<file path="config.mk">
export PLATFORM = sky130hd
export DESIGN_NAME = moving_average_filter
export DESIGN_NICKNAME = d
export VERILOG_FILES = /design/src/design/maf_pkg.sv /design/src/design/moving_average_filter.sv /design/src/design/maf_ctrl.sv /design/src/design/maf_datapath.sv
export SDC_FILE = /design/constraint.sdc
export NUM_CORES = 2
export LEC_CHECK = 0
export ABC_AREA = 1
export BUFFER_PORTS_ARGS = -buffer_cell sky130_fd_sc_hd__buf_2
export CORE_MARGIN = 2
export CORE_UTILIZATION = 57
export CTS_CLUSTER_SIZE = 25
export DETAILED_ROUTE_END_ITERATION = 10
export HOLD_SLACK_MARGIN = 0.03
export PLACE_DENSITY = 0.78
export SYNTH_ARGS = -nofsm -noshare
export SYNTH_HDL_FRONTEND = slang
export SYNTH_SLANG_ARGS = --single-unit
</file>
<file path="constraint.sdc">
create_clock -name clk -period 3.2 [get_ports clk]
set_input_delay 0.32 -clock clk [delete_from_list [all_inputs] [get_ports clk]]
set_output_delay 0.32 -clock clk [all_outputs]
set_load 0.02 [all_outputs]
</file>
<file path="src/design/maf_pkg.sv">
// maf_pkg: widths, controller states and the command and status groups
// shared by the moving average controller, datapath and top level
// no dependencies
`default_nettype none

package maf_pkg;

  localparam int WINDOW_MAX = 64;
  localparam int SAMPLE_W   = 16;
  localparam int CFG_W      = 7;
  localparam int WIN_RESET  = 8;
  localparam int POS_W      = (WINDOW_MAX > 1) ? $clog2(WINDOW_MAX) : 1;
  localparam int FILL_W     = $clog2(WINDOW_MAX + 1);
  localparam int SUM_W      = SAMPLE_W + $clog2(WINDOW_MAX);
  localparam int DIV_STEPS  = SUM_W;
  localparam int CNT_W      = $clog2(DIV_STEPS);

  typedef enum logic [1:0] {
    ST_IDLE,
    ST_UPDATE,
    ST_DIVIDE,
    ST_FINISH
  } state_t;

  typedef struct packed {
    logic cfg_we;
    logic accept;
    logic update;
    logic div_step;
    logic load_out;
  } cmd_t;

  typedef struct packed {
    logic out_free;
  } status_t;

endpackage

`default_nettype wire

</file>
<file path="src/design/moving_average_filter.sv">
// moving_average_filter: top level of the boxcar averaging filter
// depends on maf_pkg, maf_ctrl, maf_datapath
//
//  channel | direction | handshake          | payload
//  in_     | into      | in_valid/in_stall  | in_sample[15:0]
//  out_    | out of    | out_valid/out_stall| out_average[15:0]
//  cfg_    | into      | cfg_valid/cfg_ready| cfg_window_length[6:0]
//
// one request in flight: accept, update, 22 divide steps of the one-bit-a-step
// restoring divider, then hand-over of the quotient to the output register
// the finished average sits in an output register, so a new request is taken
// while it still waits; hand-over waits only if that register is still full
// synchronous active-low reset: window length 8, empty window, no result pending
// a window write clears fill count, ring position and running sum
`default_nettype none

module moving_average_filter (
  input  wire logic                          clk,
  input  wire logic                          rst_n,
  input  wire logic                          in_valid,
  output logic                               in_stall,
  input  wire logic [maf_pkg::SAMPLE_W-1:0]  in_sample,
  output logic                               out_valid,
  input  wire logic                          out_stall,
  output logic [maf_pkg::SAMPLE_W-1:0]       out_average,
  input  wire logic                          cfg_valid,
  output logic                               cfg_ready,
  input  wire logic [maf_pkg::CFG_W-1:0]     cfg_window_length
);
  import maf_pkg::*;

  // command and status between sequencer and datapath
  cmd_t    cmd;
  status_t sts;

  // sequencer: takes requests and window writes only when idle
  maf_ctrl u_ctrl (
    .clk       (clk),
    .rst_n     (rst_n),
    .in_valid  (in_valid),
    .in_stall  (in_stall),
    .cfg_valid (cfg_valid),
    .cfg_ready (cfg_ready),
    .sts       (sts),
    .cmd       (cmd)
  );

  // datapath: ring, running sum, divider and result register
  maf_datapath u_dp (
    .clk               (clk),
    .rst_n             (rst_n),
    .cmd               (cmd),
    .sts               (sts),
    .cfg_window_length (cfg_window_length),
    .in_sample         (in_sample),
    .out_valid         (out_valid),
    .out_stall         (out_stall),
    .out_average       (out_average)
  );

endmodule

`default_nettype wire

</file>
<file path="src/design/maf_ctrl.sv">
// maf_ctrl: sequencer for one request at a time (read, update, divide, hand over)
// depends on maf_pkg
`default_nettype none

module maf_ctrl (
  input  wire logic           clk,
  input  wire logic           rst_n,
  input  wire logic           in_valid,
  output logic                in_stall,
  input  wire logic           cfg_valid,
  output logic                cfg_ready,
  input  wire maf_pkg::status_t sts,
  output maf_pkg::cmd_t       cmd
);
  import maf_pkg::*;

  localparam logic [CNT_W-1:0] LAST_STEP = CNT_W'(DIV_STEPS - 1);

  state_t            state_r, state_nxt;
  logic [CNT_W-1:0]  cnt_r, cnt_nxt;

  always_ff @(posedge clk) begin
    if (!rst_n) begin
      state_r <= ST_IDLE;
      cnt_r   <= '0;
    end else begin
      state_r <= state_nxt;
      cnt_r   <= cnt_nxt;
    end
  end

  always_comb begin
    state_nxt = state_r;
    cnt_nxt   = cnt_r;
    cmd       = '0;
    in_stall  = 1'b1;
    cfg_ready = 1'b0;
    unique case (state_r)
      ST_IDLE: begin
        // a pending window write goes first and holds off the request
        in_stall   = cfg_valid;
        cfg_ready  = 1'b1;
        cmd.cfg_we = cfg_valid;
        if (in_valid && !cfg_valid) begin
          cmd.accept = 1'b1;
          state_nxt  = ST_UPDATE;
        end
      end
      ST_UPDATE: begin
        cmd.update = 1'b1;
        cnt_nxt    = '0;
        state_nxt  = ST_DIVIDE;
      end
      ST_DIVIDE: begin
        cmd.div_step = 1'b1;
        cnt_nxt      = cnt_r + 1'b1;
        if (cnt_r == LAST_STEP) begin
          state_nxt = ST_FINISH;
        end
      end
      ST_FINISH: begin
        if (sts.out_free) begin
          cmd.load_out = 1'b1;
          state_nxt    = ST_IDLE;
        end
      end
      default: state_nxt = ST_IDLE;
    endcase
  end

  a_accept_starts_update: assert property (@(posedge clk) disable iff (!rst_n)
    cmd.accept |=> state_r == ST_UPDATE)
    else $error("accepted request did not move to update");

  a_divide_length: assert property (@(posedge clk) disable iff (!rst_n)
    (state_r == ST_DIVIDE && cnt_r == LAST_STEP) |=> state_r == ST_FINISH)
    else $error("divider did not finish after its last step");

  a_no_overwrite: assert property (@(posedge clk) disable iff (!rst_n)
    cmd.load_out |-> sts.out_free)
    else $error("result loaded over a pending one");

endmodule

`default_nettype wire

</file>
<file path="src/design/maf_datapath.sv">
// maf_datapath: sample ring, running sum, fill count, serial divider, result register
// depends on maf_pkg
`default_nettype none

module maf_datapath (
  input  wire logic                          clk,
  input  wire logic                          rst_n,
  input  wire maf_pkg::cmd_t                 cmd,
  output maf_pkg::status_t                   sts,
  input  wire logic [maf_pkg::CFG_W-1:0]     cfg_window_length,
  input  wire logic [maf_pkg::SAMPLE_W-1:0]  in_sample,
  output logic                               out_valid,
  input  wire logic                          out_stall,
  output logic [maf_pkg::SAMPLE_W-1:0]       out_average
);
  import maf_pkg::*;

  logic [SAMPLE_W-1:0] ring [WINDOW_MAX];

  logic [CFG_W-1:0]    win_len_r;
  logic [POS_W-1:0]    pos_r, pos_nxt;
  logic [POS_W-1:0]    pos_cur_r;
  logic [POS_W-1:0]    pos_wrap;
  logic [FILL_W-1:0]   fill_r;
  logic [SUM_W-1:0]    sum_r, sum_nxt;
  logic [SAMPLE_W-1:0] sample_r;
  logic [SAMPLE_W-1:0] old_r;
  logic [FILL_W-1:0]   n_eff;
  logic [FILL_W-1:0]   divisor;
  logic [FILL_W-1:0]   fill_nxt;
  logic [FILL_W-1:0]   pos_inc;

  logic [SUM_W-1:0]    quo_r;
  logic [FILL_W-1:0]   rem_r;
  logic [FILL_W-1:0]   div_r;
  logic [FILL_W:0]     rem_sh;
  logic [FILL_W:0]     rem_diff;

  logic                out_valid_r;
  logic [SAMPLE_W-1:0] avg_r;

  // zero acts as one, oversize saturates
  always_comb begin
    if (win_len_r == '0) begin
      n_eff = FILL_W'(1);
    end else if (int'(win_len_r) > WINDOW_MAX) begin
      n_eff = FILL_W'(WINDOW_MAX);
    end else begin
      n_eff = FILL_W'(win_len_r);
    end
  end

  assign pos_wrap = (FILL_W'(pos_r) >= n_eff) ? '0 : pos_r;
  assign pos_inc  = FILL_W'(pos_cur_r) + 1'b1;
  assign pos_nxt  = (pos_inc >= n_eff) ? '0 : POS_W'(pos_inc);

  always_comb begin
    if (fill_r < n_eff) begin
      fill_nxt = fill_r + 1'b1;
      divisor  = fill_r + 1'b1;
      sum_nxt  = sum_r + SUM_W'(sample_r);
    end else begin
      fill_nxt = fill_r;
      divisor  = n_eff;
      sum_nxt  = sum_r - SUM_W'(old_r) + SUM_W'(sample_r);
    end
  end

  assign rem_sh   = {rem_r, quo_r[SUM_W-1]};
  assign rem_diff = rem_sh - {1'b0, div_r};

  // ring store
  always_ff @(posedge clk) begin
    if (cmd.accept) begin
      old_r <= ring[pos_wrap];
    end
    if (cmd.update) begin
      ring[pos_cur_r] <= sample_r;
    end
  end

  // request capture and divider
  always_ff @(posedge clk) begin
    if (cmd.accept) begin
      sample_r  <= in_sample;
      pos_cur_r <= pos_wrap;
    end
    if (cmd.update) begin
      quo_r <= sum_nxt;
      rem_r <= '0;
      div_r <= divisor;
    end else if (cmd.div_step) begin
      if (!rem_diff[FILL_W]) begin
        rem_r <= FILL_W'(rem_diff);
        quo_r <= {quo_r[SUM_W-2:0], 1'b1};
      end else begin
        rem_r <= FILL_W'(rem_sh);
        quo_r <= {quo_r[SUM_W-2:0], 1'b0};
      end
    end
    if (cmd.load_out) begin
      avg_r <= quo_r[SAMPLE_W-1:0];
    end
  end

  // window state
  always_ff @(posedge clk) begin
    if (!rst_n) begin
      win_len_r   <= CFG_W'(WIN_RESET);
      pos_r       <= '0;
      fill_r      <= '0;
      sum_r       <= '0;
      out_valid_r <= 1'b0;
    end else begin
      if (cmd.cfg_we) begin
        win_len_r <= cfg_window_length;
        pos_r     <= '0;
        fill_r    <= '0;
        sum_r     <= '0;
      end else if (cmd.update) begin
        pos_r  <= pos_nxt;
        fill_r <= fill_nxt;
        sum_r  <= sum_nxt;
      end
      if (cmd.load_out) begin
        out_valid_r <= 1'b1;
      end else if (!out_stall) begin
        out_valid_r <= 1'b0;
      end
    end
  end

  assign sts.out_free = !out_valid_r || !out_stall;
  assign out_valid    = out_valid_r;
  assign out_average  = avg_r;

  a_valid_from_load: assert property (@(posedge clk) disable iff (!rst_n)
    $rose(out_valid_r) |-> $past(cmd.load_out))
    else $error("result valid without a load");

  a_fill_bounded: assert property (@(posedge clk) disable iff (!rst_n)
    int'(fill_r) <= WINDOW_MAX)
    else $error("fill count beyond ring depth");

  a_cfg_clears: assert property (@(posedge clk) disable iff (!rst_n)
    cmd.cfg_we |=> (fill_r == '0 && sum_r == '0 && pos_r == '0))
    else $error("window write did not clear the window");

endmodule

`default_nettype wire
</file>
**After elaboration in Yosys (flattened, before gate mapping)**

Memory sizes are Yosys's and may differ from the RTL's. A register that Yosys moved wholly into a read port is not among the register bits.
Cells that the tools add are included.

- Register bits: 124
- Latch bits: 0
- Memory bits (writable): 1,024
- Memory bits (read-only): 0
- Bits of input ports: 28
- Word-level logic and storage cells: 73
- Memories: 1

- Add/sub/neg operators: 7
- Multipliers: 0
- Divide/modulo/power cells: 0
- Magnitude comparators: 4
- Eq/ne operators: 8
- Shift operators: 0
- Multiplexer cells: 27
- Bitwise gates (word level): 1
- Reduce and logical (&&, ||, !) cells: 12

Memories:

| name | words | width | read ports | clocked after Yosys merged registers in | wr ports | RTL line | text |
|---|---|---|---|---|---|---|---|
| u_dp.ring | 64 | 16 | 1 | 1 | 1 | maf_datapath.sv:18 | `logic [SAMPLE_W-1:0] ring [WINDOW_MAX];` |

Operators with widths:

| cell | count |
|---|---|
| 22-bit 2-to-1 mux | 3 |
| 22-bit by 16-bit adder with 22-bit output | 2 |
| 7-bit 2-to-1 mux | 4 |
| 22-bit by 16-bit subtractor with 22-bit output | 1 |
| 1-bit 2-to-1 mux | 12 |
| 6-bit 2-to-1 mux | 2 |
| 5-bit one-hot mux with 2 select lines | 1 |
| 2-bit 2-to-1 mux | 4 |
| 2-bit one-hot mux with 4 select lines | 1 |
| 8-bit by 7-bit subtractor with 8-bit output | 1 |
| 6-bit by 1-bit adder with 7-bit output (second input constant) | 1 |
| 7-bit by 1-bit adder with 7-bit output (second input constant) | 1 |
| 6-bit by 7-bit greater-or-equal comparator with 1-bit output | 1 |
| 7-bit greater-or-equal comparator | 1 |
| 7-bit > comparator (second input constant) | 1 |
| 7-bit zero test | 1 |
| 7-bit < comparator | 1 |
| 2-bit by 1-bit != test with 1-bit output (second input constant) | 3 |
| 5-bit by 1-bit adder with 5-bit output (second input constant) | 1 |
| 5-bit equality test (second input constant) | 1 |
| 2-bit equality test (second input constant) | 2 |
| 2-bit nonzero test | 2 |
| 1-bit zero test | 3 |
| 3-bit AND reduction | 1 |
| other kinds (8) | 8 |

**Logic depth before layout (Yosys ltp)**

- Depth in word-level cells: 6
- Depth in mapped cells: 21

**Cells and area by module**

Synthesis repeated with hierarchy kept, for this count alone.

- Cell total of the unflattened synthesis: 5,401
- Area, all modules: 53,869.2 sq um

Modules (own cells, without submodules):

| module | times used | cells each | area each (sq um) |
|---|---|---|---|
| maf_datapath | 1 | 5,340 | 53,416.2 |
| maf_ctrl | 1 | 61 | 452.9 |

**Worst setup path after synthesis**

No wires, ideal clock.

- Path kind: register to register
- From: register u_dp.sample_r[1]
- To: register u_dp.quo_r[10] (data pin)
- Arrival: 3.189 ns
- Data required time: 2.945 ns
- Slack: -0.244 ns
- Stages on the path, launching flop included: 15
- Period minus slack after synthesis: 3.444 ns
- Path through: edfxtp_1 > inv_1 > fa_1 > fa_1 > inv_1 > nand3_1 > nand2_1 > nand2_1 > nand2_1 > inv_1 > o21ai_0 > or2_2 > nand3_1 > nand3_1 > nand2_1

- Cells in the longest elaborated chain, start to end: 3

RTL lines:

| item | RTL line | text |
|---|---|---|
| start: declaration | maf_datapath.sv:26 | `logic [SAMPLE_W-1:0] sample_r;` |
| start signal: assignment | maf_datapath.sv:85 | `sample_r <= in_sample;` |
| 22-bit by 16-bit adder with 22-bit output, on equally long branches | maf_datapath.sv:65, maf_datapath.sv:61 |  |
| 22-bit 2-to-1 mux (*) | maf_datapath.sv:58 | `if (fill_r < n_eff) begin` |
| 22-bit 2-to-1 mux (*) | maf_datapath.sv:88 | `if (cmd.update) begin` |
| end signal: assignment | maf_datapath.sv:89 | `quo_r <= sum_nxt;` |
| end signal: assignment | maf_datapath.sv:95 | `quo_r <= {quo_r[SUM_W-2:0], 1'b1};` |
| end signal: assignment | maf_datapath.sv:98 | `quo_r <= {quo_r[SUM_W-2:0], 1'b0};` |
| end: declaration | maf_datapath.sv:33 | `logic [SUM_W-1:0] quo_r;` |

Mark *: on every way between the ends. The rest lies on a longest branch, timed or not.
A chain may end at the register's enable or synchronous reset.

**Worst setup path after layout**

- From: register u_dp.win_len_r[3]
- To: register u_dp.old_r[9] (read register of u_dp.ring) (data pin)

- Cells in the longest elaborated chain, start to end: 5

RTL lines:

| item | RTL line | text |
|---|---|---|
| start: declaration | maf_datapath.sv:20 | `logic [CFG_W-1:0] win_len_r;` |
| start signal: assignment | maf_datapath.sv:109 | `win_len_r <= CFG_W'(WIN_RESET);` |
| start signal: assignment | maf_datapath.sv:116 | `win_len_r <= cfg_window_length;` |
| 7-bit > comparator | maf_datapath.sv:46 | `end else if (int'(win_len_r) > WINDOW_MAX) begin` |
| 7-bit 2-to-1 mux | maf_datapath.sv:46 |  |
| 7-bit 2-to-1 mux (*) | maf_datapath.sv:44 | `if (win_len_r == '0) begin` |
| 6-bit by 7-bit greater-or-equal comparator with 1-bit output (*) | maf_datapath.sv:53 | `assign pos_wrap = (FILL_W'(pos_r) >= n_eff) ? '0 : pos_r;` |
| 6-bit 2-to-1 mux (*) | maf_datapath.sv:53 |  |
| end: declaration | maf_datapath.sv:27 | `logic [SAMPLE_W-1:0] old_r;` |

Marks and branches as above.

==> results.sh <==
export IMPL_drv_cap=0
export IMPL_rsz0062_at_grt="yes"
export IMPL_start_util=0.577
export IMPL_synth_async_reset_ratio=0
export IMPL_grt_pass1_vias=39500
export IMPL_fillers=6426
export IMPL_layout_setup_ws_ns=-0.0368
export IMPL_fin_area_um2=63900
export IMPL_hold_viol=0
export IMPL_cts_sinks=1164
export IMPL_worst_slew_pin_slew_ns=1.06
export IMPL_synth_ff_type="edfxtp_1"
export IMPL_cts_buffer_depth=3
export IMPL_r2r_slack_ns=-0.04
export IMPL_num_vias=41500
export IMPL_grt_pass1_wl_um=233000
export IMPL_crit_type="reg -> reg"
export IMPL_ys_warn_count=0
export IMPL_portBuffers=46
export IMPL_synth_edf_count=1107
export IMPL_coreArea_um2=93500
export IMPL_critPathLaunchType="register"
export IMPL_finalCritPeriodShare=1.01
export IMPL_multi_input_area_um2=16400
export IMPL_maxUsedRoutingLayer="met4"
export IMPL_arrival_ns=3.70
export IMPL_clock_latency_ns=0.72
export IMPL_antenna_found_initial=0
export IMPL_hold_path_class="in -> reg"
export IMPL_grtUsageTotal=0.314
export IMPL_final_nets=5784
export IMPL_synth_distinct_cells=39
export IMPL_rows=112
export IMPL_yosys_top_cells_count="1107 x edfxtp_1, 981 x nand2_1, 910 x inv_1"
export IMPL_grt_overflow_total=0
export IMPL_stdcell_count=7012
export IMPL_drtIter0Drc=6618
export IMPL_wl_met1_um=57600
export IMPL_status="finished with violations"
export IMPL_cts_tree="yes"
export IMPL_syn_inst=5394
export IMPL_avgSynthCellArea_um2=10.0
export IMPL_yosysMostFrequentCell="edfxtp_1"
export IMPL_slew_headroom=0.294
export IMPL_gp_congestion=0.960
export IMPL_dr_pass1_iters=8
export IMPL_drc_errors=0
export IMPL_fin_worst_skew_ns=0.0396
export IMPL_grt_start_max_net_pins=191
export IMPL_ir_drop_uv=540
export IMPL_dpl_instance_area_um2=57700
export IMPL_period_needed_ns=3.24
export IMPL_die_w_um=312
export IMPL_cp_end_kind="register"
export IMPL_regArea_um2=34400
export IMPL_syn_num_nets=5516
export IMPL_yosysSeqAreaShare=0.638
export IMPL_cts_buffers=114
export IMPL_synth_area_leaders="edfxtp_1 62%, nand3_1 7.5%, nand2_1 6.8%"
export IMPL_syn_to_final_growth_pct=18.5
export IMPL_crit_fanout=7
export IMPL_clock_fmax_ghz=0.309
export IMPL_yosys_area_top_type="edfxtp_1"
export IMPL_dr_wl_met3_um=20100
export IMPL_slew_viol_final=0
export IMPL_p_total_w=0.0442
export IMPL_mappedNetlistArea_um2=53900
export IMPL_leakage_nw=26.9
export IMPL_critPathRequiredTime_ns=3.67
export IMPL_path_clk_slew_ns=0.07
export IMPL_htreeDepth=3
export IMPL_die_height_um=312
export IMPL_timing_hold_ws_ns=0.0944
export IMPL_die_area_um2=97100
export IMPL_wl_per_cell_um=22.9
export IMPL_io_pins=47
export IMPL_cts_root_buffer="clkbuf_16"
export IMPL_violations="negative setup slack"
export IMPL_synth_seq_cells=1164
export IMPL_post_dp_hpwl_um=93400
export IMPL_viasPerCell=5.92
export IMPL_wl_met2_um=74000
export IMPL_fin_util=0.684
export IMPL_finalSetupViolations=5
export IMPL_drtAntennaViolNets=0
export IMPL_synth_top_area_frac=0.617
export IMPL_drive_gt1_frac=0.163
export IMPL_totalWireLength_um=160000
export IMPL_p_per_area_nw_per_um2=691
export IMPL_dp_cells=6713
[layout make-up]
class / count / share of cell area
Antenna cell: 2 / 0.0000783
Clock buffer: 154 / 0.0485
Clock inverter: 56 / 0.00734
Inverter: 915 / 0.0540
Multi-Input combinational cell: 3029 / 0.256
Sequential cell: 1164 / 0.538
Tap cell: 1254 / 0.0245
Timing Repair Buffer: 438 / 0.0712
[layout by cell type (no fill, tap or decap), drive strengths merged, types with 26 or more instances in the layout]
cell | synthesis | final
nand3 | 816 | 816
xor2 | 26 | 26
nand4 | 212 | 212
o21ai | 177 | 177
nor2 | 453 | 453
or2 | 105 | 105
a21oi | 103 | 103
clkbuf | 139 | 164
dlygate4sd3 | 0 | 27
edfxtp | 1107 | 1107
dfxtp | 57 | 57
nand2 | 982 | 982
inv | 913 | 914
ha | 76 | 76
clkinv | 2 | 48
buf | 147 | 399
[worst max-delay path, cell delays in order, from the launching register on]
cell	delay, ns
dfxtp_2	0.33
nor2_2	0.12
nand3_2	0.13
nand2_4	0.11
nand2_2	0.06
ha_1	0.27
nand2_1	0.09
inv_1	0.06
nand2_1	0.08
nand2_2	0.10
nand2_8	0.12
buf_12	0.12
nand3_4	0.16
buf_4	0.23
clkbuf_16	0.16
buf_4	0.13
o21ai_0	0.17
nand3_1	0.11
nand3_1	0.17
nand3_4	0.14
nand3_1	0.10
nand2_1	0.05
[stage by stage]
stage | TNS (ns) | setup slack, ns
2_1_floorplan | -12.16 | -0.189
4_1_cts | -0.180 | -0.0312
5_1_grt | -1.68 | -0.149
3_3_place_gp | -2.22 | -0.227
6_report | -0.102 | -0.0368
3_5_place_dp | -3.17 | -0.246
[worst paths after layout]
check	startpoint	to	cells past startpoint
max	u_dp.win_len_r[3]	u_dp.old_r[9]	21
min	in_valid	u_dp.pos_cur_r[0]	3
min reg2reg	u_dp.quo_r[4]	u_dp.out_average[4]	0
max reg2reg	u_dp.win_len_r[3]	u_dp.old_r[9]	21
[registers in the layout, indices dropped and copies added, names as in the netlist]
name              count
u_dp.quo_r           22
u_dp.sample_r        16
u_ctrl.cnt_r          5
u_dp.sum_r           22
u_ctrl.state_r        2
u_dp.ring          1024
u_dp.div_r            7
u_dp.old_r           16
u_dp.win_len_r        7
u_dp.pos_cur_r        6
u_dp.fill_r           7
u_dp.rem_r            7
u_dp.out_valid        1
u_dp.out_average     16
u_dp.pos_r            6
[timing repair]
item	CTS	global route
pin swaps	17	59
cloned	6	11
hold buffers	27	0
hold endpoints to repair	28	0
setup buffers	16	28
resized for setup	134	262
setup endpoints to repair	16	30
[report_power, final]
group	internal (W)	switching, W
combinational	0.00434	0.00855
clock	0.00725	0.00574
sequential	0.0178	0.000469
total	0.0294	0.0148
[logic make-up after synthesis]
family	share of synthesized area
simple gates	0.215
buf+inv	0.0866
flops	0.638
compound gates	0.0305
fa+ha+maj	0.0243
xor+xnor	0.00569
[routing by layer]
layer	vias to the layer above	track usage
li1	18500	-
met1	19600	0.415
met2	2877	0.497
met3	494	0.0656
met5	-	0
met4	0	0.154
No activity file was read; power rests on OpenSTA's default activity.
